==> config.mk <==
export PLATFORM = sky130hd
export DESIGN_NAME = indexed_chipset_config_registers_unit
export DESIGN_NICKNAME = d
export VERILOG_FILES = /design/src/rtl/icr_pkg.sv /design/src/rtl/icr_regfile.sv /design/src/rtl/icr_decode.sv /design/src/rtl/indexed_chipset_config_registers_unit.sv
export SDC_FILE = /design/constraint.sdc
export NUM_CORES = 1
export LEC_CHECK = 0
export BUFFER_PORTS_ARGS = -buffer_cell sky130_fd_sc_hd__buf_2
export CAP_MARGIN = 10
export CORE_ASPECT_RATIO = 1.4
export CORE_UTILIZATION = 30
export DETAILED_ROUTE_END_ITERATION = 8
export GPL_ROUTABILITY_DRIVEN = 0
export GPL_TIMING_DRIVEN = 0
export PLACE_DENSITY = 0.47
export SLEW_MARGIN = 20
export SYNTH_ARGS = -nofsm -noshare
export SYNTH_HDL_FRONTEND = slang
export SYNTH_SLANG_ARGS = --single-unit
==> constraint.sdc <==
create_clock -name clock -period 5.5 [get_ports clock]
set_input_delay 0 -clock clock [delete_from_list [all_inputs] [get_ports clock]]
set_output_delay 0 -clock clock [all_outputs]
set_load 0.05 [all_outputs]
==> src/rtl/icr_pkg.sv <==
package icr_pkg;

   // register indices
   localparam logic [7:0] IDX_ISA_CLOCK  = 8'h10;
   localparam logic [7:0] IDX_CACHE      = 8'h11;
   localparam logic [7:0] IDX_HALT       = 8'h14;
   localparam logic [7:0] IDX_SHADOW_C   = 8'h15;
   localparam logic [7:0] IDX_ISA_FIXED  = 8'h1c;
   localparam logic [7:0] IDX_SMI_TRIG   = 8'h64;
   localparam logic [7:0] IDX_SMI_ENABLE = 8'h65;
   localparam logic [7:0] IDX_SMI_STATUS = 8'h6a;
   localparam logic [7:0] IDX_SHADOW_D   = 8'h6e;
   localparam logic [7:0] IDX_SHADOW_E   = 8'h6f;
   localparam logic [7:0] IDX_SMRAM      = 8'h70;
   localparam logic [7:0] IDX_HOLE       = 8'h7a;

   // green bank spans 0x60..0x7c
   localparam int unsigned GREEN_DEPTH = 29;
   localparam int unsigned LOW_DEPTH   = 16;

   // shadow access codes
   localparam logic [1:0] CODE_EXT  = 2'd0;
   localparam logic [1:0] CODE_INT  = 2'd1;
   localparam logic [1:0] CODE_ANY  = 2'd2;
   localparam logic [1:0] CODE_NONE = 2'd3;

   // CSR register indices
   localparam logic CSR_GREEN = 1'b0;

   // stored register bits used by the output decode
   typedef struct packed {
      logic [1:0] isa_div;
      logic       isa_fixed;
      logic       cache;
      logic       halt_reset;
      logic       smram;
      logic [7:0] shadow_c;
      logic [7:0] shadow_d;
      logic [7:0] shadow_e;
   } taps_type;

endpackage

==> src/rtl/icr_regfile.sv <==
module icr_regfile (
   input  logic              clock,
   input  logic              reset,
   input  logic              advance,
   input  logic              func,
   input  logic              port_select,
   input  logic [7:0]        write_data,
   input  logic              green,
   output logic [7:0]        read_data,
   output logic              smi_request,
   output icr_pkg::taps_type taps
);

   logic [7:0] index_ff, index_in;
   logic [7:0] low_bank_ff   [icr_pkg::LOW_DEPTH];
   logic [7:0] low_bank_in   [icr_pkg::LOW_DEPTH];
   logic [7:0] green_bank_ff [icr_pkg::GREEN_DEPTH];
   logic [7:0] green_bank_in [icr_pkg::GREEN_DEPTH];
   logic [7:0] status_ff     [2];
   logic [7:0] status_in     [2];
   logic       bank_sel_ff, bank_sel_in;

   logic in_low, in_green, wr_ok;

   assign in_low   = (index_ff[7:4] == 4'h1);
   assign in_green = (index_ff[7:5] == 3'b011) &&
                     (index_ff[4:0] <= 5'(icr_pkg::GREEN_DEPTH - 1));
   assign wr_ok    = in_low || (green && in_green && index_ff != icr_pkg::IDX_HOLE);

   always_comb begin
      index_in      = index_ff;
      low_bank_in   = low_bank_ff;
      green_bank_in = green_bank_ff;
      status_in     = status_ff;
      bank_sel_in   = bank_sel_ff;
      read_data     = 8'h00;
      smi_request   = 1'b0;
      if (func) begin
         if (!port_select) begin
            index_in = write_data;
         end else if (wr_ok) begin
            if (in_low) begin
               low_bank_in[index_ff[3:0]] = write_data;
            end else begin
               green_bank_in[index_ff[4:0]] = write_data;
            end
            if (index_ff == icr_pkg::IDX_SMI_TRIG && write_data[7]) begin
               smi_request  = green_bank_ff[icr_pkg::IDX_SMI_ENABLE[4:0]][7];
               status_in[0] = status_ff[0] | 8'h10;
            end else if (index_ff == icr_pkg::IDX_SMI_STATUS) begin
               bank_sel_in = write_data[7];
            end
         end
      end else begin
         if (!port_select) begin
            read_data = 8'hff;
         end else if (index_ff == icr_pkg::IDX_SMI_STATUS) begin
            // status read clears the selected bank
            read_data              = status_ff[bank_sel_ff];
            status_in[bank_sel_ff] = 8'h00;
         end else if (in_low) begin
            read_data = low_bank_ff[index_ff[3:0]];
         end else if (in_green) begin
            read_data = green_bank_ff[index_ff[4:0]];
         end
      end
   end

   always_ff @(posedge clock) begin
      if (reset) begin
         index_ff    <= 8'h00;
         bank_sel_ff <= 1'b0;
         for (int i = 0; i < icr_pkg::LOW_DEPTH; i++) low_bank_ff[i] <= 8'h00;
         for (int i = 0; i < icr_pkg::GREEN_DEPTH; i++) green_bank_ff[i] <= 8'h00;
         for (int i = 0; i < 2; i++) status_ff[i] <= 8'h00;
      end else if (advance) begin
         index_ff      <= index_in;
         bank_sel_ff   <= bank_sel_in;
         low_bank_ff   <= low_bank_in;
         green_bank_ff <= green_bank_in;
         status_ff     <= status_in;
      end
   end

   assign taps.isa_div    = low_bank_ff[icr_pkg::IDX_ISA_CLOCK[3:0]][1:0];
   assign taps.isa_fixed  = low_bank_ff[icr_pkg::IDX_ISA_FIXED[3:0]][1];
   assign taps.cache      = low_bank_ff[icr_pkg::IDX_CACHE[3:0]][0];
   assign taps.halt_reset = low_bank_ff[icr_pkg::IDX_HALT[3:0]][7];
   assign taps.smram      = green_bank_ff[icr_pkg::IDX_SMRAM[4:0]][2];
   assign taps.shadow_c   = low_bank_ff[icr_pkg::IDX_SHADOW_C[3:0]];
   assign taps.shadow_d   = green_bank_ff[icr_pkg::IDX_SHADOW_D[4:0]];
   assign taps.shadow_e   = green_bank_ff[icr_pkg::IDX_SHADOW_E[4:0]];

endmodule

==> src/rtl/icr_decode.sv <==
module icr_decode (
   input  icr_pkg::taps_type taps,
   input  logic              green,
   output logic [2:0]        isa_clock_select,
   output logic              cache_enable,
   output logic              reset_on_halt,
   output logic              smram_high_enable,
   output logic [51:0]       shadow_map,
   output logic [1:0]        bios_shadow_flags
);

   // four 16KB regions under one control byte; the clear codes apply
   // to a shadowed region whose write-protect bit is clear
   function automatic logic [15:0] segment_map(input logic [7:0] r,
                                               input logic [3:0] clear_code);
      logic [15:0] m;
      m = 16'h0000;
      for (int i = 0; i < 4; i++) begin
         if (r[0]) begin
            m[4*i +: 4] = {icr_pkg::CODE_ANY, icr_pkg::CODE_ANY};
         end else if (r[i+2]) begin
            m[4*i +: 4] = r[1] ? {icr_pkg::CODE_EXT, icr_pkg::CODE_INT} : clear_code;
         end else begin
            m[4*i +: 4] = {icr_pkg::CODE_EXT, icr_pkg::CODE_EXT};
         end
      end
      return m;
   endfunction

   logic [3:0] f_code;
   logic       e_shadowed;

   assign isa_clock_select  = taps.isa_fixed ? 3'd0 : {1'b0, taps.isa_div} + 3'd1;
   assign cache_enable      = taps.cache;
   assign reset_on_halt     = taps.halt_reset;
   assign smram_high_enable = green && taps.smram;

   // code nibble is {write, read}
   assign f_code = taps.shadow_c[7] ? {icr_pkg::CODE_ANY, icr_pkg::CODE_INT}
                                    : {icr_pkg::CODE_INT, icr_pkg::CODE_ANY};

   assign shadow_map[3:0]  = f_code;
   assign shadow_map[19:4] = segment_map(taps.shadow_c,
                                         {icr_pkg::CODE_INT, icr_pkg::CODE_EXT});
   assign shadow_map[35:20] = green ?
      segment_map(taps.shadow_d, {icr_pkg::CODE_INT, icr_pkg::CODE_INT}) : '1;
   assign shadow_map[51:36] = green ?
      segment_map(taps.shadow_e, {icr_pkg::CODE_INT, icr_pkg::CODE_INT}) : '1;

   assign e_shadowed = green && !taps.shadow_e[0] && (taps.shadow_e[5:2] != 4'h0);

   assign bios_shadow_flags[0] = taps.shadow_c[7] || e_shadowed;
   assign bios_shadow_flags[1] = !taps.shadow_c[7] || (e_shadowed && !taps.shadow_e[1]);

endmodule

==> src/rtl/indexed_chipset_config_registers_unit.sv <==
// channel   dir  tdata (low bit up)                               tuser
// req_      in   write_data[7:0]                                  func, port_select
// rsp_      out  read_data[7:0], smi_request, isa_clock_select,   -
//                cache_enable, reset_on_halt, smram_high_enable,
//                shadow_map[51:0], bios_shadow_flags[1:0], pad
// csr_      in   APB, one register: green_variant at 0x0
//
// One request per cycle while rsp_ does not stall. A request sits in the input
// register, is decoded and updates the register file on the edge that moves its
// result to the output register. The input register frees as soon as the result
// moves on; a stall on rsp_ holds both registers. Synchronous reset clears index,
// register banks, SMI status and green_variant.
module indexed_chipset_config_registers_unit (
   input  logic        clock,
   input  logic        reset,
   input  logic        req_tvalid,
   output logic        req_tready,
   input  logic [7:0]  req_tdata,    // write_data[7:0]
   input  logic [1:0]  req_tuser,    // func[0], port_select[1]
   output logic        rsp_tvalid,
   input  logic        rsp_tready,
   output logic [71:0] rsp_tdata,    // read_data[7:0], smi_request[8],
                                     // isa_clock_select[11:9], cache_enable[12],
                                     // reset_on_halt[13], smram_high_enable[14],
                                     // shadow_map[66:15], bios_shadow_flags[68:67]
   input  logic        csr_psel,
   input  logic        csr_penable,
   input  logic        csr_pwrite,
   input  logic [2:0]  csr_paddr,
   input  logic [31:0] csr_pwdata,
   output logic [31:0] csr_prdata,
   output logic        csr_pready
);

   logic       in_valid_ff;
   logic [7:0] in_data_ff;
   logic [1:0] in_user_ff;
   logic       out_valid_ff;
   logic [7:0] rd_ff;
   logic       smi_ff;
   logic       green_ff;
   logic       advance;

   logic [7:0]        rd_in;
   logic              smi_in;
   icr_pkg::taps_type taps;
   logic [2:0]        isa_clock_select;
   logic              cache_enable, reset_on_halt, smram_high_enable;
   logic [51:0]       shadow_map;
   logic [1:0]        bios_shadow_flags;

   assign advance    = in_valid_ff && (!out_valid_ff || rsp_tready);
   assign req_tready = !in_valid_ff || advance;
   assign rsp_tvalid = out_valid_ff;

   always_ff @(posedge clock) begin
      if (reset) begin
         in_valid_ff  <= 1'b0;
         out_valid_ff <= 1'b0;
      end else begin
         if (req_tready) in_valid_ff <= req_tvalid;
         if (!out_valid_ff || rsp_tready) out_valid_ff <= in_valid_ff;
      end
   end

   always_ff @(posedge clock) begin
      if (req_tvalid && req_tready) begin
         in_data_ff <= req_tdata;
         in_user_ff <= req_tuser;
      end
      if (advance) begin
         rd_ff  <= rd_in;
         smi_ff <= smi_in;
      end
   end

   assign csr_pready = 1'b1;

   always_ff @(posedge clock) begin
      if (reset) begin
         green_ff <= 1'b0;
      end else if (csr_psel && csr_penable && csr_pwrite &&
                   csr_paddr[2] == icr_pkg::CSR_GREEN) begin
         green_ff <= csr_pwdata[0];
      end
   end

   assign csr_prdata = (csr_paddr[2] == icr_pkg::CSR_GREEN) ? {31'b0, green_ff} : 32'h0;

   icr_regfile u_regfile (
      .clock       (clock),
      .reset       (reset),
      .advance     (advance),
      .func        (in_user_ff[0]),
      .port_select (in_user_ff[1]),
      .write_data  (in_data_ff),
      .green       (green_ff),
      .read_data   (rd_in),
      .smi_request (smi_in),
      .taps        (taps)
   );

   // register state always matches the request held in the output register
   icr_decode u_decode (
      .taps              (taps),
      .green             (green_ff),
      .isa_clock_select  (isa_clock_select),
      .cache_enable      (cache_enable),
      .reset_on_halt     (reset_on_halt),
      .smram_high_enable (smram_high_enable),
      .shadow_map        (shadow_map),
      .bios_shadow_flags (bios_shadow_flags)
   );

   assign rsp_tdata = {3'b000, bios_shadow_flags, shadow_map, smram_high_enable,
                       reset_on_halt, cache_enable, isa_clock_select, smi_ff, rd_ff};

endmodule

==> run_results.csv, run 1 <==
group,metric,value,unit
synth,synthDistinctLibCells,59,
power,switching_share,0.243,
power,p_per_area,280,nW/um2
clock_network,cts_made_buffers,42,
power,combPwrFrac,0.062,
clock_network,clock-sinks,407,
placement,dp_hpwl,44000,um
synth,synth_edf_count,19,
sta,slew_viol_final,0,
sta,slew_headroom,0.290,
critical_path,cp_max_fo,10,
route,drt-initial-drc-count,696,
power,peakVddDrop,178,uV
global_route,grt_antenna_before_repair,1,
critical_path,start_kind,"register",
synth,ys.warnings.count,0,
power,net-switching-power,1.51,mW
clock_network,cts_setup_buffers,0,
global_route,gr-max-usage-layer,"met2",
worst_hold_path,hold_class,"in -> reg",
critical_path,cp-end-kind,"register",
placement,portBuffers,89,
global_route,grt_pass1_vias,13300,
critical_path,rr_startpoint,"u_regfile.index_ff[1]",
floorplan,coreArea,62300,um2
synth,synth_top_cell_area_share,0.409,
layout,post-route-util,0.355,
synth,ys_async_sr_fraction,0,
sta,tns,0,ns
route,viasPerCell,4.84,
layout,layoutNonFillerInstCount,2767,
floorplan,ios,159,
synth,syn_inst,1730,
power,p_int,4.68,mW
global_route,grt.total_usage,0.186,
clock_network,cts_tree,"yes",
power,power.share.clock,0.455,
route,vias,13400,
power,power.leakage,7.64,nW
sta,fmax,296,MHz
global_route,grt_max_degree,15,
route,routedWlPerCell,21.7,um
critical_path,cp.required,5.78,ns
global_route,met2_usage,0.338,
worst_hold_path,hold_start,"req_tdata[1]",
synth,synth_most_common_cell,"mux2i_1",
floorplan,rows,108,
critical_path,path_class,"reg -> reg",
route,drt_wl_total,60100,um
floorplan,die_area,64400,um2
floorplan,fp.dieH,300,um
synth,syn_area,19000,um2
synth,ys.flop_type,"dfxtp_1",
clock_network,clkTransAtPathRegs,0.06,ns
synth,synth.area.top_cells,"dfxtp_1, mux2i_1, mux4_2",
clock_network,htree_levels,2,
clock_network,clock_latency,0.56,ns
route,drtAntennaViolNets,0,
sta,min_period,3.38,ns
layout,drive_gt1_frac,0.195,
sta,fin_skew,0.0202,ns
synth,ys_seq_area_frac,0.439,
floorplan,start_util,0.305,
power,pwr-share-seq,0.483,
clock_network,cts_root_buf,"clkbuf_16",
floorplan,fp.dieW,215,um
global_route,grt_first_pass_wirelength,89300,um
route,drcViolationCount,0,
sta,tightest_slew,1.06,ns
run,drv_cap,0,
critical_path,critPathArrivalTime,3.66,ns
synth,syn_area_per_cell,11.0,um2
run_status,outcome,"completed",
sta,setup_viol,0,
synth,synthTopCellsByCount,"mux2i_1, dfxtp_1, nor2_1",
sta,rsz0062_at_grt,"false",
global_route,overflow,0,
placement,dpl.cell_count,2677,
synth,ys_ff_latch,407,
synth,synth_area_leader_cell,"dfxtp_1",
global_route,grt_util_met1,0.226,
layout,fillers,6271,
global_route,met3_usage,0.0207,
sta,period_share,0.615,
critical_path,worstSetupStartpoint,"u_regfile.index_ff[1]",
clock_network,cts_buffer_depth,3,
layout,num_antenna_cells,0,
sta,finalHoldViolCount,0,
layout,layout.nets,1964,
layout,syn2layout_area_growth,16.3,%
route,first_pass_iters,7,
path summary, 6_finish.rpt:
kind,endpoint,slack [ns],depth (start not counted)
max,rd_ff[2],2.12,8
min reg2reg,u_regfile.status_ff[2],0.46,1
max reg2reg,rd_ff[2],2.12,8
min,in_data_ff[1],0.16,2
metal layers:
layer / up-vias / part of all wire
met3: 87 / 0.037
met1: 6552 / 0.43
li1: 6392 / -
met2: 366 / 0.51
met5: - / 0
met4: 0 / 0.030
cells in the final DEF (no fill, tap or decap), drive strengths merged, types with 5 or more instances in the layout:
master,count
clkbuf,134
nor2b,17
nor2,372
o22a,7
mux4,70
mux2i,425
o221ai,15
a22o,7
nand2,18
dfxtp,388
and2,28
inv,15
a31oi,8
nand2b,6
buf,227
edfxtp,19
nor4,33
clkinv,6
conb,35
a211oi,8
dlygate4sd3,15
nor3,12
a21oi,8
a211o,9
o21ai,11
o211ai,5
o31ai,8
logic make-up (layout without fill, tap and decap cells):
| group | Yosys count | count (layout) | synth area share |
|---|---|---|---|
| flip-flops | 407 | 407 | 0.439 |
| other | 2 | 35 | 0.000395 |
| buffers and inverters | 219 | 398 | 0.0635 |
| adder cells (fa/ha/maj) | 1 | 1 | 0.000658 |
| AND/OR/NAND/NOR | 505 | 505 | 0.150 |
| AO/OA/AOI/OAI | 99 | 99 | 0.0393 |
| multiplexers | 497 | 497 | 0.308 |
through the flow:
step	area [um2]	worst slack, ns	hold WS (ns)	total power, mW
after floorplan	19100	3.08	0.0989	3.30
after global placement	20600	2.16	0.179	3.43
after detailed placement	20600	2.16	0.178	3.43
after CTS	22100	2.15	0.142	6.25
after global routing	22100	2.07	0.166	6.40
final	22100	2.12	0.165	6.19
power groups by stage:
stage          clock network [mW]  logic (mW)  registers [mW]
6_report                     2.82       0.384            2.99
3_3_place_gp                    0       0.375            3.05
3_5_place_dp                    0       0.376            3.05
2_1_floorplan                   0       0.242            3.06
5_1_grt                      3.01       0.403            2.98
4_1_cts                      2.88       0.385            2.98
critical path: stages, from the launching register on:
cell and delay [ns]:
dfxtp_1 0.41, buf_2 0.36, buf_2 0.40, buf_2 0.51, mux4_2 0.46, mux2i_1 0.28, o221ai_1 0.25, a31oi_1 0.32
a211oi_1 0.10
sequential cells by signal (all words and copies together) (netlist names), 2 cells and up:
signal                   flops
rd_ff                        8
u_regfile.taps              30
in_user_ff                   2
u_regfile.low_bank_ff      115
u_regfile.green_bank_ff    215
u_regfile.status_ff         16
in_data_ff                   8
u_regfile.index_ff           8
area by class of cell:
type | count | area [um2] | share of cell area
clock buffer | 67 | 1300 | 0.0588
sequential | 407 | 8340 | 0.377
tap | 825 | 1030 | 0.0467
timing repair buffer | 104 | 596 | 0.0270
inverter | 14 | 52.6 | 0.00238
multi-input combinational | 1137 | 9590 | 0.434
clock inverter | 8 | 41.3 | 0.00187
buffer | 205 | 1150 | 0.0522
what timing repair did:
item	CTS	global route
gates resized for setup	0	0
endpoints found under the hold margin	13	0
hold buffers	15	0
(Power assumes the default switching activity.)
==> inputs of run 2 (changes only) <==
--- a/config.mk
+++ b/config.mk
@@ -12,7 +12,7 @@
 export DETAILED_ROUTE_END_ITERATION = 8
 export GPL_ROUTABILITY_DRIVEN = 0
 export GPL_TIMING_DRIVEN = 0
-export PLACE_DENSITY = 0.47
+export PLACE_DENSITY = 0.48
 export SLEW_MARGIN = 20
 export SYNTH_ARGS = -nofsm -noshare
 export SYNTH_HDL_FRONTEND = slang
==> constraint.sdc (replaced) <==
create_clock -name clock -period 3.1 [get_ports clock]
set_input_delay 0 -clock clock [delete_from_list [all_inputs] [get_ports clock]]
set_output_delay 0 -clock clock [all_outputs]
set_load 0.05 [all_outputs]
==> run 2 against run 1 <==
Worst setup slack got worse by 2.0 ns. Core utilization rose by 0.26 points. Critical path type unchanged. First-iteration DRC count rose by 17%. Design area rose by 0.72%. Die area did not move. Via count rose by 1.0%.
==> run_results.csv, run 2 (synthesis results as in run 1) <==
group,metric,value,unit
route,first_pass_iters,5,
sta,setup_viol,0,
placement,portBuffers,89,
sta,fin_skew,0.0245,ns
floorplan,rows,108,
layout,regArea,8340,um2
layout,layout.nets,1966,
sta,min_period,3.01,ns
layout,drive_gt1_frac,0.200,
floorplan,ios,159,
sta,finalHoldViolCount,0,
clock_network,cts_root_buf,"clkbuf_16",
global_route,grt_pass1_vias,13400,
sta,slew_viol_final,0,
power,power.leakage,7.70,nW
critical_path,cp_max_fo,10,
sta,fmax,332,MHz
worst_hold_path,hold_class,"in -> reg",
route,drcViolationCount,0,
global_route,grt_first_pass_wirelength,89200,um
critical_path,path_buf_inv,3,
route,viasPerCell,4.89,
power,net-switching-power,2.71,mW
sta,tightest_slew,1.13,ns
run_status,outcome,"completed",
sta,rsz0062_at_grt,"false",
critical_path,slowest_stage,"dfxtp_1",
critical_path,critPathArrivalTime,3.27,ns
power,combPwrFrac,0.060,
floorplan,start_util,0.305,
route,routedWlPerCell,21.6,um
placement,place_area,20600,um2
run,drv_cap,0,
route,drt-initial-drc-count,811,
layout,layoutNonFillerInstCount,2768,
critical_path,cp_slowest_stage_delay,0.42,ns
global_route,grt_antenna_before_repair,0,
critical_path,crit_family,"buffers and inverters",
layout,postLayoutCellArea,22300,um2
power,peakVddDrop,305,uV
route,drtAntennaViolNets,0,
critical_path,path_common_cell,"buf_4",
layout,multiInputGateArea,9590,um2
route,drt_wl_total,59900,um
global_route,overflow,0,
layout,syn2layout_area_growth,17.1,%
route,vias,13500,
layout,fillers,6230,
layout,final_common_cell,"mux2i_1",
global_route,grt_max_degree,16,
floorplan,fp.dieH,300,um
floorplan,die_area,64400,um2
layout,mostFrequentLayoutCells,"mux2i_1, dfxtp_1, nor2_1, buf_2, buf_4",
global_route,grt.total_usage,0.185,
clock_network,htree_levels,2,
layout,post-route-util,0.357,
clock_network,clock-sinks,407,
sta,slew_headroom,0.250,
placement,dpl.cell_count,2677,
clock_network,clkTransAtPathRegs,0.07,ns
clock_network,clock_latency,0.55,ns
floorplan,fp.dieW,215,um
sta,period_share,0.972,
layout,regMostFlops,"u_regfile.green_bank_ff",
power,p_per_area,511,nW/um2
critical_path,path_class,"reg -> reg",
power,pwr-share-seq,0.465,
sta,holdWs,0.160,ns
placement,dp_hpwl,43700,um
power,switching_share,0.238,
floorplan,coreArea,62300,um2
layout,num_antenna_cells,0,
clock_network,cts_tree,"yes",
critical_path,start_kind,"register",
critical_path,crit_chain,"clkbuf_4 -> buf_4 -> buf_4 -> mux4_2 -> mux2i_1 -> o221ai_1 -> a31oi_1 -> a211oi_1",
clock_network,cts_made_buffers,42,
critical_path,cp-end-kind,"register",
clock_network,cts_buffer_depth,3,
sta,tns,0,ns
critical_path,cp.required,3.36,ns
power,power.share.clock,0.475,
layout,largest_reg_flops,215,
power,p_int,8.67,mW
[run 2: area by class of cell]
type | instances | area share
multi-input cells | 1137 | 0.431
flip-flops and latches | 407 | 0.375
clock buffers | 61 | 0.0564
plain buffers | 205 | 0.0529
well taps | 825 | 0.0464
repair buffers | 106 | 0.0274
clock inverters | 13 | 0.00922
inverters | 14 | 0.00236
[run 2: power groups by stage]
stage	Combinational [mW]	Clock (mW)	Sequential, mW
2_1_floorplan	0.430	0	5.43
3_3_place_gp	0.661	0	5.41
3_5_place_dp	0.665	0	5.41
4_1_cts	0.681	5.53	5.30
5_1_grt	0.715	5.73	5.29
6_report	0.682	5.40	5.30
[run 2: through the flow]
step           power [mW]  worst slack [ns]
2_1_floorplan        5.86             0.684
3_3_place_gp         6.07            -0.245
3_5_place_dp         6.08            -0.240
4_1_cts              11.5            0.0292
5_1_grt              11.7            0.0138
6_report             11.4            0.0881
[run 2: worst paths after layout]
path | start | endpoint | slack, ns | cells after the start
setup / recovery | u_regfile.index_ff[1] | rd_ff[2] | 0.09 | 8
hold / removal | req_tdata[4] | in_data_ff[4] | 0.16 | 2
setup reg to reg | u_regfile.index_ff[1] | rd_ff[2] | 0.09 | 8
hold reg to reg | u_regfile.status_ff[0] | u_regfile.status_ff[0] | 0.46 | 1
[run 2: metal layers]
metal	vias up	track usage	wire length, um
met5	-	0	0
met4	0	0.0650	1920
met3	84	0.0198	2150
met2	381	0.336	30400
met1	6693	0.225	25400
li1	6379	-	-
[run 2: repair_timing]
| item | in CTS | in global routing |
|---|---|---|
| endpoints found under the hold margin | 13 | 0 |
| setup endpoints to repair | 7 | 8 |
| hold buffers | 15 | 0 |
| buffers inserted | 2 | 0 |
| gates resized for setup | 5 | 4 |
| pin swaps | 1 | 0 |
==> inputs of run 3 (changes only) <==
--- a/config.mk
+++ b/config.mk
@@ -7,12 +7,12 @@
 export LEC_CHECK = 0
 export BUFFER_PORTS_ARGS = -buffer_cell sky130_fd_sc_hd__buf_2
 export CAP_MARGIN = 10
-export CORE_ASPECT_RATIO = 1.4
+export CORE_ASPECT_RATIO = 0.7
 export CORE_UTILIZATION = 30
 export DETAILED_ROUTE_END_ITERATION = 8
 export GPL_ROUTABILITY_DRIVEN = 0
 export GPL_TIMING_DRIVEN = 0
-export PLACE_DENSITY = 0.48
+export PLACE_DENSITY = 0.47
 export SLEW_MARGIN = 20
 export SYNTH_ARGS = -nofsm -noshare
 export SYNTH_HDL_FRONTEND = slang
==> constraint.sdc (replaced) <==
create_clock -name clock -period 3 [get_ports clock]
set_input_delay 0 -clock clock [delete_from_list [all_inputs] [get_ports clock]]
set_output_delay 0 -clock clock [all_outputs]
set_load 0.05 [all_outputs]
==> run 3 against run 2 <==
Sequential power rose by 3%. Clock power rose by 5.9%. Global-route usage rose by 0.77 points. Flip-flop and latch count did not move. Power rose by 4.8%. Final cell count barely moved. Count of clock-buffer cells in the layout fell by 6. Critical path type unchanged.
==> run_results.csv, run 3 (synthesis results as in run 1) <==
group,metric,value,unit
layout,drive_gt1_frac,0.207,
power,power.share.clock,0.480,
layout,regMostFlops,"u_regfile.green_bank_ff",
clock_network,cts_tree,"yes",
sta,tightest_slew,1.14,ns
global_route,grt_antenna_before_repair,2,
sta,period_share,0.975,
sta,rsz0062_at_grt,"false",
floorplan,fp.dieH,213,um
critical_path,crit_family,"buffers and inverters",
power,power.leakage,7.75,nW
critical_path,cp-end-kind,"register",
clock_network,clock_latency,0.59,ns
route,drt_wl_total,61500,um
run_status,outcome,"completed",
sta,slew_headroom,0.238,
layout,syn2layout_area_growth,17.8,%
power,peakVddDrop,379,uV
worst_hold_path,hold_class,"in -> reg",
floorplan,fp.dieW,303,um
critical_path,crit_chain,"buf_2 -> buf_2 -> buf_1 -> o211ai_1 -> a31oi_2 -> a211oi_2",
clock_network,cts_root_buf,"clkbuf_16",
critical_path,cp_slowest_stage_delay,0.66,ns
critical_path,slowest_stage,"buf_1",
power,p_per_area,533,nW/um2
critical_path,critPathArrivalTime,3.20,ns
critical_path,path_class,"reg -> reg",
power,pwr-share-seq,0.459,
global_route,grt_max_degree,15,
route,vias,13700,
critical_path,reg2regPathDepth,6,
clock_network,htree_levels,2,
floorplan,start_util,0.306,
worst_hold_path,hold_start,"req_tdata[5]",
clock_network,cts_made_buffers,43,
critical_path,r2r-end,"rd_ff[0]",
layout,layout.nets,1968,
power,p_int,9.00,mW
power,power.total,11.9,mW
route,drtAntennaViolNets,0,
global_route,grt.total_usage,0.192,
critical_path,path_buf_inv,3,
critical_path,rr_startpoint,"u_regfile.index_ff[3]",
global_route,grt_pass1_vias,13300,
power,switching_share,0.246,
floorplan,coreArea,62100,um2
run,drv_cap,0,
layout,fillers,6145,
critical_path,cp_num_cells,6,
route,viasPerCell,4.94,
layout,largest_reg_flops,215,
sta,setup_viol,0,
layout,mostFrequentLayoutCells,"mux2i_1, dfxtp_1, nor2_1, buf_2, buf_4",
critical_path,cp_max_fo,10,
power,combPwrFrac,0.061,
sta,tns,0,ns
sta,fin_skew,0.0353,ns
worst_hold_path,min_to,"in_data_ff[5]",
placement,portBuffers,89,
clock_network,cts_buffer_depth,3,
critical_path,rrSetupSlack,0.08,ns
sta,fmax,342,MHz
clock_network,clock-sinks,407,
floorplan,rows,76,
sta,finalHoldViolCount,0,
floorplan,die_area,64400,um2
sta,slew_viol_final,0,
sta,min_period,2.92,ns
critical_path,cp.required,3.28,ns
floorplan,ios,159,
global_route,overflow,0,
critical_path,start_kind,"register",
route,first_pass_iters,5,
layout,final_common_cell,"mux2i_1",
global_route,grt_first_pass_wirelength,90800,um
placement,dp_hpwl,44800,um
critical_path,path_common_cell,"buf_2",
route,routedWlPerCell,22.2,um
route,drt-initial-drc-count,1023,
clock_network,clkTransAtPathRegs,0.06,ns
worst_hold_path,hold-path-cell-count,2,
power,net-switching-power,2.93,mW
route,drcViolationCount,0,
## run 3: how the worst max path moves through the flow
stage                                startpoint             to  slack, ns
after CTS                 u_regfile.index_ff[0]       rd_ff[0]      0.004
after floorplan               u_regfile.taps[0]  rsp_tdata[68]       0.58
after global placement    u_regfile.index_ff[0]       rd_ff[4]      -0.55
after global routing      u_regfile.index_ff[0]       rd_ff[2]      0.008
after detailed placement  u_regfile.index_ff[0]       rd_ff[4]      -0.58
final                     u_regfile.index_ff[3]       rd_ff[0]       0.08
## run 3: repair_timing
| action | in CTS | in global routing |
|---|---|---|
| resized for setup | 20 | 12 |
| setup endpoints to repair | 8 | 7 |
| pin swaps | 1 | 0 |
| gates cloned | 0 | 0 |
| buffers inserted | 3 | 0 |
| endpoints found under the hold margin | 16 | 0 |
| hold buffers | 15 | 0 |
## run 3: metrics by stage
step	cell area, um2	hold slack [ns]	util	setup WS, ns	cells
2_1_floorplan	19100	0.0989	-	0.584	1763
3_3_place_gp	20600	0.177	0.332	-0.550	2671
3_5_place_dp	20600	0.178	0.332	-0.579	2671
4_1_cts	22300	0.101	0.360	0.00397	2769
5_1_grt	22400	0.123	0.361	0.00809	2769
6_report	22400	0.124	0.361	0.0759	2770
## run 3: metal layers
layer | GRT usage | vias up | share of wire | routed length (um)
li1 | - | 6409 | - | -
met2 | 0.274 | 373 | 0.41 | 25200
met1 | 0.290 | 6816 | 0.50 | 30900
met5 | 0 | - | 0 | 0
met3 | 0.0447 | 83 | 0.067 | 4090
met4 | 0.0435 | 0 | 0.021 | 1320
## run 3: worst reg2reg max path: cells and delay by family, from the launching register on
kind	cells	cell delay [ns]
buffers and inverters	3	1.30
AOI/OAI and AO/OA	3	0.89
DFF	1	0.42
## run 3: cell type report
type / count / area [um2] / area share
multi-input cells: 1137 / 9640 / 0.431
well taps: 819 / 1020 / 0.0458
repair buffers: 107 / 618 / 0.0276
inverters: 14 / 52.6 / 0.00235
plain buffers: 205 / 1210 / 0.0543
diodes: 1 / 2.50 / 0.000112
clock buffers: 55 / 1160 / 0.0519
clock inverters: 25 / 334 / 0.0149
flip-flops and latches: 407 / 8340 / 0.372
## run 3: power by group through the flow
stage	Combinational (mW)	Clock, mW	Sequential, mW
floorplan	0.444	0	5.61
global placement	0.700	0	5.60
detailed placement	0.701	0	5.60
CTS	0.721	5.84	5.47
global route	0.765	6.09	5.47
finish	0.727	5.72	5.48
